### src/rtl/core/sha256_pkg.sv
// Shared constants and round functions for the SHA-256 stream hasher.
package sha256_pkg;

    localparam int unsigned WORD_W     = 32;
    localparam int unsigned BLK_WORDS  = 16;
    localparam int unsigned COUNT_W    = 61;
    localparam int unsigned DIGEST_W   = 64;
    localparam logic [7:0]  PAD_MARK   = 8'h80;
    localparam logic [5:0]  LEN_START  = 6'd56;
    localparam logic [5:0]  LAST_ZERO  = 6'd55;
    localparam logic [5:0]  LAST_ROUND = 6'd63;

    typedef logic [WORD_W-1:0] t_word;

    function automatic t_word init_hash(input logic [2:0] idx);
        t_word v;
        case (idx)
            3'd0:    v = 32'h6a09e667;
            3'd1:    v = 32'hbb67ae85;
            3'd2:    v = 32'h3c6ef372;
            3'd3:    v = 32'ha54ff53a;
            3'd4:    v = 32'h510e527f;
            3'd5:    v = 32'h9b05688c;
            3'd6:    v = 32'h1f83d9ab;
            default: v = 32'h5be0cd19;
        endcase
        return v;
    endfunction

    localparam t_word ROUND_K [64] = '{
        32'h428a2f98, 32'h71374491, 32'hb5c0fbcf, 32'he9b5dba5,
        32'h3956c25b, 32'h59f111f1, 32'h923f82a4, 32'hab1c5ed5,
        32'hd807aa98, 32'h12835b01, 32'h243185be, 32'h550c7dc3,
        32'h72be5d74, 32'h80deb1fe, 32'h9bdc06a7, 32'hc19bf174,
        32'he49b69c1, 32'hefbe4786, 32'h0fc19dc6, 32'h240ca1cc,
        32'h2de92c6f, 32'h4a7484aa, 32'h5cb0a9dc, 32'h76f988da,
        32'h983e5152, 32'ha831c66d, 32'hb00327c8, 32'hbf597fc7,
        32'hc6e00bf3, 32'hd5a79147, 32'h06ca6351, 32'h14292967,
        32'h27b70a85, 32'h2e1b2138, 32'h4d2c6dfc, 32'h53380d13,
        32'h650a7354, 32'h766a0abb, 32'h81c2c92e, 32'h92722c85,
        32'ha2bfe8a1, 32'ha81a664b, 32'hc24b8b70, 32'hc76c51a3,
        32'hd192e819, 32'hd6990624, 32'hf40e3585, 32'h106aa070,
        32'h19a4c116, 32'h1e376c08, 32'h2748774c, 32'h34b0bcb5,
        32'h391c0cb3, 32'h4ed8aa4a, 32'h5b9cca4f, 32'h682e6ff3,
        32'h748f82ee, 32'h78a5636f, 32'h84c87814, 32'h8cc70208,
        32'h90befffa, 32'ha4506ceb, 32'hbef9a3f7, 32'hc67178f2
    };

    function automatic t_word rotr(input t_word x, input int unsigned n);
        return (x >> n) | (x << (WORD_W - n));
    endfunction

    function automatic t_word big_s0(input t_word x);
        return rotr(x, 2) ^ rotr(x, 13) ^ rotr(x, 22);
    endfunction

    function automatic t_word big_s1(input t_word x);
        return rotr(x, 6) ^ rotr(x, 11) ^ rotr(x, 25);
    endfunction

    function automatic t_word small_s0(input t_word x);
        return rotr(x, 7) ^ rotr(x, 18) ^ (x >> 3);
    endfunction

    function automatic t_word small_s1(input t_word x);
        return rotr(x, 17) ^ rotr(x, 19) ^ (x >> 10);
    endfunction

endpackage

### src/rtl/core/sha256_stream_if.sv
// Valid/ready channel interfaces for message bytes and digests.
interface sha256_byte_if;
    logic       valid;
    logic       ready;
    logic [7:0] data_byte;
    logic       byte_present;
    logic       end_of_message;

    modport source (output valid, data_byte, byte_present, end_of_message, input ready);
    modport sink   (input valid, data_byte, byte_present, end_of_message, output ready);
endinterface

interface sha256_digest_if;
    logic        valid;
    logic        ready;
    logic [63:0] digest_bits_255_192;
    logic [63:0] digest_bits_191_128;
    logic [63:0] digest_bits_127_64;
    logic [63:0] digest_bits_63_0;

    modport source (output valid, digest_bits_255_192, digest_bits_191_128,
                    digest_bits_127_64, digest_bits_63_0, input ready);
    modport sink   (input valid, digest_bits_255_192, digest_bits_191_128,
                    digest_bits_127_64, digest_bits_63_0, output ready);
endinterface

### src/rtl/core/sha256_stream_hasher.sv
// SHA-256 stream hasher top level: byte intake, padding, round engine.
//
// i_in carries one item per transfer: a message byte (used when byte_present
// is set) and an end_of_message flag. o_out carries the 256-bit digest as
// four 64-bit words, one transfer per finished message.
// Bytes are taken only while idle; every fourth byte is written as a word
// into the block RAM. When a 64-byte block fills, the input stalls during
// RAM read-out into the schedule window, the rounds and the hash update,
// all run by the single round unit. On end of message the pad bytes are
// generated one per cycle (9 to 72 bytes), the last one or two blocks are
// compressed, and the digest is offered on o_out. The digest is held until
// it is taken; no input is accepted meanwhile. After the transfer the
// hash, byte count and position return to their start values for the
// next message. Reset (i_rst_n low, synchronous) loads the initial hash
// values and clears the count; the block RAM needs no clearing, as every
// word is written before it is read.
module sha256_stream_hasher (
    input  logic                   i_clk,
    input  logic                   i_rst_n,
    sha256_byte_if.sink            i_in,
    sha256_digest_if.source        o_out
);
    typedef enum logic [2:0] {S_IDLE, S_PAD, S_LOAD, S_ROUND, S_FINAL, S_OUT} t_state;

    t_state                       r_state;
    logic [5:0]                   r_pos;
    logic [5:0]                   r_rnd;
    logic [sha256_pkg::COUNT_W-1:0] r_count;
    logic [23:0]                  r_word;
    logic                         r_padding, r_first, r_len, r_last;
    sha256_pkg::t_word            r_hash [8];
    sha256_pkg::t_word            r_v    [8];
    sha256_pkg::t_word            r_win  [16];

    logic                         v_wr;
    logic [7:0]                   v_byte;
    logic [63:0]                  v_bits;
    logic [7:0]                   v_len_byte;
    logic                         ram_we;
    sha256_pkg::t_word            ram_rdata;
    sha256_pkg::t_word            v_t1, v_t2, v_wnew;
    logic                         in_xfer, out_xfer;

    assign i_in.ready  = (r_state == S_IDLE);
    assign o_out.valid = (r_state == S_OUT);
    assign in_xfer     = i_in.valid && i_in.ready;
    assign out_xfer    = o_out.valid && o_out.ready;

    assign o_out.digest_bits_255_192 = {r_hash[0], r_hash[1]};
    assign o_out.digest_bits_191_128 = {r_hash[2], r_hash[3]};
    assign o_out.digest_bits_127_64  = {r_hash[4], r_hash[5]};
    assign o_out.digest_bits_63_0    = {r_hash[6], r_hash[7]};

    always_comb begin
        v_bits     = {r_count, 3'b000};
        v_len_byte = v_bits[8 * (3'd7 - r_pos[2:0]) +: 8];
        if (r_state == S_PAD) begin
            v_wr   = 1'b1;
            v_byte = r_first ? sha256_pkg::PAD_MARK : (r_len ? v_len_byte : 8'h00);
        end else begin
            v_wr   = in_xfer && i_in.byte_present;
            v_byte = i_in.data_byte;
        end
        ram_we = v_wr && (r_pos[1:0] == 2'd3);
    end

    always_comb begin
        v_t1 = r_v[7] + sha256_pkg::big_s1(r_v[4])
             + ((r_v[4] & r_v[5]) ^ (~r_v[4] & r_v[6]))
             + sha256_pkg::ROUND_K[r_rnd] + r_win[0];
        v_t2 = sha256_pkg::big_s0(r_v[0])
             + ((r_v[0] & r_v[1]) ^ (r_v[0] & r_v[2]) ^ (r_v[1] & r_v[2]));
        v_wnew = sha256_pkg::small_s1(r_win[14]) + r_win[9]
               + sha256_pkg::small_s0(r_win[1]) + r_win[0];
    end

    sha256_ram #(
        .WIDTH(sha256_pkg::WORD_W),
        .DEPTH(sha256_pkg::BLK_WORDS)
    ) u_blk_ram (
        .i_clk   (i_clk),
        .i_we    (ram_we),
        .i_waddr (r_pos[5:2]),
        .i_wdata ({r_word, v_byte}),
        .i_raddr (r_rnd[3:0]),
        .o_rdata (ram_rdata)
    );

    always_ff @(posedge i_clk) begin
        if (!i_rst_n) begin
            r_state   <= S_IDLE;
            r_pos     <= '0;
            r_rnd     <= '0;
            r_count   <= '0;
            r_padding <= 1'b0;
            r_first   <= 1'b0;
            r_len     <= 1'b0;
            r_last    <= 1'b0;
            for (int i = 0; i < 8; i++) begin
                r_hash[i] <= sha256_pkg::init_hash(3'(i));
            end
        end else begin
            // byte intake, shared by message and pad bytes
            if (v_wr) begin
                r_word <= {r_word[15:0], v_byte};
                r_pos  <= r_pos + 6'd1;
                if (r_state == S_PAD) begin
                    r_first <= 1'b0;
                    if (!r_len && r_pos == sha256_pkg::LAST_ZERO) begin
                        r_len <= 1'b1;
                    end
                    if (r_len && r_pos == sha256_pkg::LAST_ROUND) begin
                        r_last <= 1'b1;
                    end
                end else begin
                    r_count <= r_count + 1'b1;
                end
            end

            unique case (r_state)
                S_IDLE: begin
                    if (in_xfer) begin
                        if (i_in.end_of_message) begin
                            r_padding <= 1'b1;
                            r_first   <= 1'b1;
                        end
                        if (v_wr && r_pos == sha256_pkg::LAST_ROUND) begin
                            r_state <= S_LOAD;
                            r_rnd   <= '0;
                        end else if (i_in.end_of_message) begin
                            r_state <= S_PAD;
                        end
                    end
                end
                S_PAD: begin
                    if (r_pos == sha256_pkg::LAST_ROUND) begin
                        r_state <= S_LOAD;
                        r_rnd   <= '0;
                    end
                end
                S_LOAD: begin
                    if (r_rnd == 6'd0) begin
                        for (int i = 0; i < 8; i++) begin
                            r_v[i] <= r_hash[i];
                        end
                    end else begin
                        // shift in the word read last cycle
                        for (int i = 0; i < 15; i++) begin
                            r_win[i] <= r_win[i+1];
                        end
                        r_win[15] <= ram_rdata;
                    end
                    if (r_rnd == 6'(sha256_pkg::BLK_WORDS)) begin
                        r_rnd   <= '0;
                        r_state <= S_ROUND;
                    end else begin
                        r_rnd <= r_rnd + 6'd1;
                    end
                end
                S_ROUND: begin
                    r_v[7] <= r_v[6];
                    r_v[6] <= r_v[5];
                    r_v[5] <= r_v[4];
                    r_v[4] <= r_v[3] + v_t1;
                    r_v[3] <= r_v[2];
                    r_v[2] <= r_v[1];
                    r_v[1] <= r_v[0];
                    r_v[0] <= v_t1 + v_t2;
                    for (int i = 0; i < 15; i++) begin
                        r_win[i] <= r_win[i+1];
                    end
                    r_win[15] <= v_wnew;
                    r_rnd     <= r_rnd + 6'd1;
                    if (r_rnd == sha256_pkg::LAST_ROUND) begin
                        r_state <= S_FINAL;
                    end
                end
                S_FINAL: begin
                    for (int i = 0; i < 8; i++) begin
                        r_hash[i] <= r_hash[i] + r_v[i];
                    end
                    if (r_last) begin
                        r_state <= S_OUT;
                    end else if (r_padding) begin
                        r_state <= S_PAD;
                    end else begin
                        r_state <= S_IDLE;
                    end
                end
                S_OUT: begin
                    if (out_xfer) begin
                        for (int i = 0; i < 8; i++) begin
                            r_hash[i] <= sha256_pkg::init_hash(3'(i));
                        end
                        r_count   <= '0;
                        r_pos     <= '0;
                        r_padding <= 1'b0;
                        r_first   <= 1'b0;
                        r_len     <= 1'b0;
                        r_last    <= 1'b0;
                        r_state   <= S_IDLE;
                    end
                end
                default: r_state <= S_IDLE;
            endcase
        end
    end

    a_no_overlap: assert property (@(posedge i_clk) disable iff (!i_rst_n)
        o_out.valid |-> !i_in.ready)
        else $error("digest offered while input open");

    a_eom_stalls: assert property (@(posedge i_clk) disable iff (!i_rst_n)
        (in_xfer && i_in.end_of_message) |=> !i_in.ready)
        else $error("input still open after end of message");

    a_restart: assert property (@(posedge i_clk) disable iff (!i_rst_n)
        out_xfer |=> (r_count == '0 && r_pos == '0 && !r_padding))
        else $error("message state not restarted after digest transfer");

    a_pad_only_when_padding: assert property (@(posedge i_clk) disable iff (!i_rst_n)
        (r_state == S_PAD) |-> r_padding)
        else $error("pad bytes generated outside end of message");
endmodule

### src/rtl/core/sha256_ram.sv
// Generic single-port-write, registered-read RAM.
module sha256_ram #(
    parameter int unsigned WIDTH = 32,
    parameter int unsigned DEPTH = 16
) (
    input  logic                     i_clk,
    input  logic                     i_we,
    input  logic [$clog2(DEPTH)-1:0] i_waddr,
    input  logic [WIDTH-1:0]         i_wdata,
    input  logic [$clog2(DEPTH)-1:0] i_raddr,
    output logic [WIDTH-1:0]         o_rdata
);
    logic [WIDTH-1:0] r_mem [DEPTH];
    logic [WIDTH-1:0] r_rdata;

    always_ff @(posedge i_clk) begin
        if (i_we) begin
            r_mem[i_waddr] <= i_wdata;
        end
        r_rdata <= r_mem[i_raddr];
    end

    assign o_rdata = r_rdata;
endmodule
### src/flat_wrapper.sv
// flat-port wrapper written by rule: the top's interface ports become plain ports
module sha256_stream_hasher_flat 
  (i_clk, i_rst_n, i_in_valid, i_in_data_byte, i_in_byte_present, i_in_end_of_message, i_in_ready, o_out_valid, o_out_digest_bits_255_192, o_out_digest_bits_191_128, o_out_digest_bits_127_64, o_out_digest_bits_63_0, o_out_ready);
  sha256_byte_if i_in_i ();
  sha256_digest_if o_out_i ();
  input  logic i_clk;
  input  logic i_rst_n;
  input wire logic [$bits(i_in_i.valid)-1:0] i_in_valid;
  input wire logic [$bits(i_in_i.data_byte)-1:0] i_in_data_byte;
  input wire logic [$bits(i_in_i.byte_present)-1:0] i_in_byte_present;
  input wire logic [$bits(i_in_i.end_of_message)-1:0] i_in_end_of_message;
  output wire logic [$bits(i_in_i.ready)-1:0] i_in_ready;
  output wire logic [$bits(o_out_i.valid)-1:0] o_out_valid;
  output wire logic [$bits(o_out_i.digest_bits_255_192)-1:0] o_out_digest_bits_255_192;
  output wire logic [$bits(o_out_i.digest_bits_191_128)-1:0] o_out_digest_bits_191_128;
  output wire logic [$bits(o_out_i.digest_bits_127_64)-1:0] o_out_digest_bits_127_64;
  output wire logic [$bits(o_out_i.digest_bits_63_0)-1:0] o_out_digest_bits_63_0;
  input wire logic [$bits(o_out_i.ready)-1:0] o_out_ready;
  assign i_in_i.valid = i_in_valid;
  assign i_in_i.data_byte = i_in_data_byte;
  assign i_in_i.byte_present = i_in_byte_present;
  assign i_in_i.end_of_message = i_in_end_of_message;
  assign i_in_ready = i_in_i.ready;
  assign o_out_valid = o_out_i.valid;
  assign o_out_digest_bits_255_192 = o_out_i.digest_bits_255_192;
  assign o_out_digest_bits_191_128 = o_out_i.digest_bits_191_128;
  assign o_out_digest_bits_127_64 = o_out_i.digest_bits_127_64;
  assign o_out_digest_bits_63_0 = o_out_i.digest_bits_63_0;
  assign o_out_i.ready = o_out_ready;
  sha256_stream_hasher u_core (.i_clk(i_clk), .i_rst_n(i_rst_n), .i_in(i_in_i), .o_out(o_out_i));
endmodule
### config.mk
export PLATFORM = sky130hd
export DESIGN_NAME = sha256_stream_hasher_flat
export DESIGN_NICKNAME = d
export VERILOG_FILES = /design/src/rtl/core/sha256_pkg.sv /design/src/rtl/core/sha256_stream_if.sv /design/src/rtl/core/sha256_stream_hasher.sv /design/src/rtl/core/sha256_ram.sv /design/src/flat_wrapper.sv
export SDC_FILE = /design/constraint.sdc
export NUM_CORES = 2
export LEC_CHECK = 0
export ABC_AREA = 0
export BUFFER_PORTS_ARGS = -buffer_cell sky130_fd_sc_hd__clkbuf_2
export CAP_MARGIN = 10
export CORE_MARGIN = 2
export CORE_UTILIZATION = 25
export DETAILED_ROUTE_END_ITERATION = 7
export GPL_ROUTABILITY_DRIVEN = 1
export PLACE_DENSITY = 0.49
export SETUP_SLACK_MARGIN = 0.5
export SLEW_MARGIN = 40
export SYNTH_ARGS = -nofsm -noshare
export SYNTH_HDL_FRONTEND = slang
export SYNTH_SLANG_ARGS = --single-unit
### constraint.sdc
create_clock -name i_clk -period 46.6 [get_ports i_clk]
set_input_delay 6.99 -clock i_clk [delete_from_list [all_inputs] [get_ports i_clk]]
set_output_delay 6.99 -clock i_clk [all_outputs]
set_load 0.05 [all_outputs]
==> summary.txt <==
Worst setup path
  – Crit path buffers/inverters: 3
  – Slowest CP cell: dfxtp_4
  – Startpoint Class: flop
  – Register-to-Register Path Depth: 37
  – R2R Path Start: u_core.r_rnd[0]$_SDFFE_PN0P_
  – Worst Setup EP: u_core.r_v[0][30]$_DFFE_PP_
  – Largest stage delay on the critical path: 800 ps
  – CP required: 47200 ps
  – Critical Path Most Common Cell: a21oi_1
  – Capturing point of the worst reg2reg path: u_core.r_v[0][30]$_DFFE_PP_
  – CP arrival: 11760 ps
  – WS Path Type: flop to flop
  – CP top delay family: compound AO/OA/AOI/OAI gates
  – Worst-path fanout max: 40
  – WP depth: 37
  – Crit path from: u_core.r_rnd[0]$_SDFFE_PN0P_
  – R2R setup slack: 35440 ps
  – Setup crit end kind: flop

Finish
  – Final nets: 7819
  – FF/Latch Area: 47800 µm²
  – Area of the multi-input gates: 37200 µm²
  – Fill count: 35300
  – Fraction of layout cells with a size suffix above 1: 14.1%
  – Commonest non-fill, non-tap cell in the layout: edfxtp_1
  – Area Growth Syn to Fin: 15.4%
  – Most frequent cells in the layout: edfxtp_1 (1432), a21oi_1 (484), nand2_1 (461)
  – Post-layout util: 29.0%

Power and ir drop
  – P_int: 3390 µW
  – Sequential share of power: 32.1%
  – Sw frac: 37.1%
  – Psw: 2000 µW
  – Max VDD drop: 91.4 µV
  – Gate power share: 40.5%
  – Clock power frac: 27.4%
  – Leak Pwr: 0.0347 µW
  – PwrDens: 53.8 nW/µm²

Route
  – Avg WL per Cell: 24.6 µm
  – Vias per cell: 4.84
  – Initial detailed-routing violation count: 5547
  – DR DRC count: 0
  – Vias: 57900
  – Pre-antenna DRT Iters: 6
  – Final antenna-violating net count: 0
  – Routed WL: 294000 µm

GRT
  – Initial antenna violation count: 15
  – First-pass GRT wire length: 417000 µm
  – GRT Overall Usage: 16.2%
  – Largest net degree at the start of global routing: 159
  – Vias in the first global route: 56400
  – GRT Residual Overflow: 0

Clock network
  – Hold Buf Count CTS: 0
  – Cts bufs inserted: 192
  – Root Buffer: clkbuf_16
  – CTS tree: done
  – CTS max path bufs: 4
  – Post-CTS setup buffers: 0
  – Cts repair resizes: 0
  – Htree depth: 4
  – Sink Count: 1672
  – Clock transition at path regs: 60 ps
  – Clk_lat worst skew: 900 ps

Floorplan
  – Die X: 593 µm
  – Core ar.: 346000 µm²
  – Die Height: 593 µm
  – IO Pins: 272
  – Initial Util: 25.1%
  – Row count: 216
  – Die ar.: 352000 µm²

Placed design
  – PortBufs: 271
  – DP HPWL: 215000 µm
  – GP Congestion: 0.927

Synth
  – Sequential fraction of the synthesis area: 55.0%
  – Post-Syn Area per Cell: 12.5 µm²
  – Post-synthesis cell type with the largest combined area: edfxtp_1
  – Post-synthesis async set-or-reset flop share: 0%
  – Yosys warnings: 0
  – Post-synth top area share: 49.5%
  – Synth Instances: 6938
  – EDFF count, synth: 1432
  – Ys flop type: edfxtp_1
  – Synth Cell Area: 86900 µm²
  – Yosys reg bits: 1672
  – Syn_nets: 7543
  – Largest cells by area after synthesis: edfxtp_1 (50%), ha_1 (5.7%), dfxtp_1 (5.5%), fa_1 (4.5%), xnor2_1 (4.2%)
  – Synth cell types: 85

Timing
  – Final setup fails: 0
  – Slew @ Worst Pin: 928 ps
  – Final Cycle Share: 24.0%
  – Clk_skew: 85.4 ps
  – Final hold vios: 0
  – Setup_tns: 0 ps
  – RSZ-0062 raised after global routing: false
  – Tmin final: 11160 ps
  – Pins Over Slew Limit: 0
  – Max-Slew Margin vs Limit: 37.5%
  – Highest Clock Rate: 89.6 MHz

Run status
  – Status: finished clean

Hold path
  – Worst min path class: flop to flop
  – Worst Min Path Start: u_core.r_win[0][251]$_DFFE_PP_

Flow run
  – Max-cap viol count: 0
## routing by layer
metal	GRT usage (%)	vias to the layer above	share of wire [%]
li1	-	26400	-
met5	0	-	0.017
met4	7.37	8	5.0
met3	2.72	427	5.9
met1	21.9	29300	44
met2	25.2	1823	45
## logic make-up after synthesis
group	share of synthesized area [%]
xor+xnor	6.43
fa+ha+maj	10.5
simple gates	7.39
compound gates	11.5
mux	6.62
flops	55.0
buf+inv	2.53
## worst min-delay path by stage
| stage | endpoint | slack, ps | cells past startpoint |
|---|---|---|---|
| finish | u_core.r_win[0][219]$_DFFE_PP_ | 380 | 0 |
| global route | u_core.r_win[0][219]$_DFFE_PP_ | 380 | 0 |
| CTS | u_core.r_win[0][219]$_DFFE_PP_ | 380 | 0 |
| detailed placement | u_core.r_win[0][111]$_DFFE_PP_ | 400 | 0 |
| global placement | u_core.r_win[0][244]$_DFFE_PP_ | 400 | 0 |
| floorplan | u_core.r_win[0][100]$_DFFE_PP_ | 400 | 0 |
## metrics by stage
step | hold WS (ps) | std cells | setup slack [ps] | cell area, µm² | power (µW)
after global placement | 400 | 11600 | 35220 | 93800 | 3900
final | 382 | 11900 | 35440 | 100000 | 5390
after CTS | 382 | 11900 | 35550 | 100000 | 5420
after floorplan | 400 | 6938 | 19430 | 86900 | 3340
after detailed placement | 405 | 11600 | 35590 | 94000 | 3920
after global routing | 383 | 11900 | 34780 | 100000 | 5710
## worst reg2reg max path: cells and delay by family (launching register included)
kind / cells / cell delay, ps
simple gates: 5 / 1080
flops: 1 / 800
buf+inv: 3 / 1020
compound gates: 19 / 3980
fa+ha+maj: 8 / 3630
xor+xnor: 2 / 410
## power by group through the flow
stage	combinational (µW)	clock, µW	sequential, µW
floorplan	1580	0	1760
global placement	2140	0	1760
detailed placement	2160	0	1760
CTS	2170	1520	1730
global route	2400	1580	1730
finish	2180	1480	1730
## cell usage after synthesis (32+ instances only)
| master | number |
|---|---|
| a211oi_1 | 45 |
| a21o_1 | 187 |
| a21oi_1 | 485 |
| a31oi_1 | 51 |
| and3_1 | 38 |
| buf_1 | 41 |
| clkbuf_1 | 253 |
| dfxtp_1 | 240 |
| edfxtp_1 | 1432 |
| fa_1 | 195 |
| ha_1 | 396 |
| inv_1 | 281 |
| mux2_2 | 221 |
| mux2i_1 | 141 |
| mux4_2 | 82 |
| nand2_1 | 468 |
| nand2b_1 | 73 |
| nand3_1 | 120 |
| nand4_1 | 32 |
| nor2_1 | 390 |
| nor2b_1 | 41 |
| nor3_1 | 109 |
| o211ai_1 | 42 |
| o21a_1 | 52 |
| o21ai_0 | 384 |
| o21bai_1 | 46 |
| o221ai_1 | 65 |
| o22ai_1 | 46 |
| or3_1 | 40 |
| xnor2_1 | 417 |
| xor2_1 | 221 |
## sequential cells by signal, indices dropped and copies added, names as in the netlist
| register | cells |
|---|---|
| u_core.r_count | 61 |
| u_core.r_first | 1 |
| u_core.r_hash | 256 |
| u_core.r_last | 1 |
| u_core.r_len | 1 |
| u_core.r_padding | 1 |
| u_core.r_pos | 6 |
| u_core.r_rnd | 6 |
| u_core.r_state | 3 |
| u_core.r_v | 256 |
| u_core.r_win | 512 |
| u_core.r_word | 24 |
| u_core.u_blk_ram.o_rdata | 32 |
| u_core.u_blk_ram.r_mem | 512 |
## layout make-up
class	count	area share, %
antenna	1	0.00250
timing repair buffer	379	2.40
clock buffer	243	5.08
sequential	1672	47.7
multi-input combinational	4687	37.1
inverter	282	1.06
tap	4578	5.71
clock inverter	106	0.960
No activity file was read; power rests on OpenSTA's default activity.
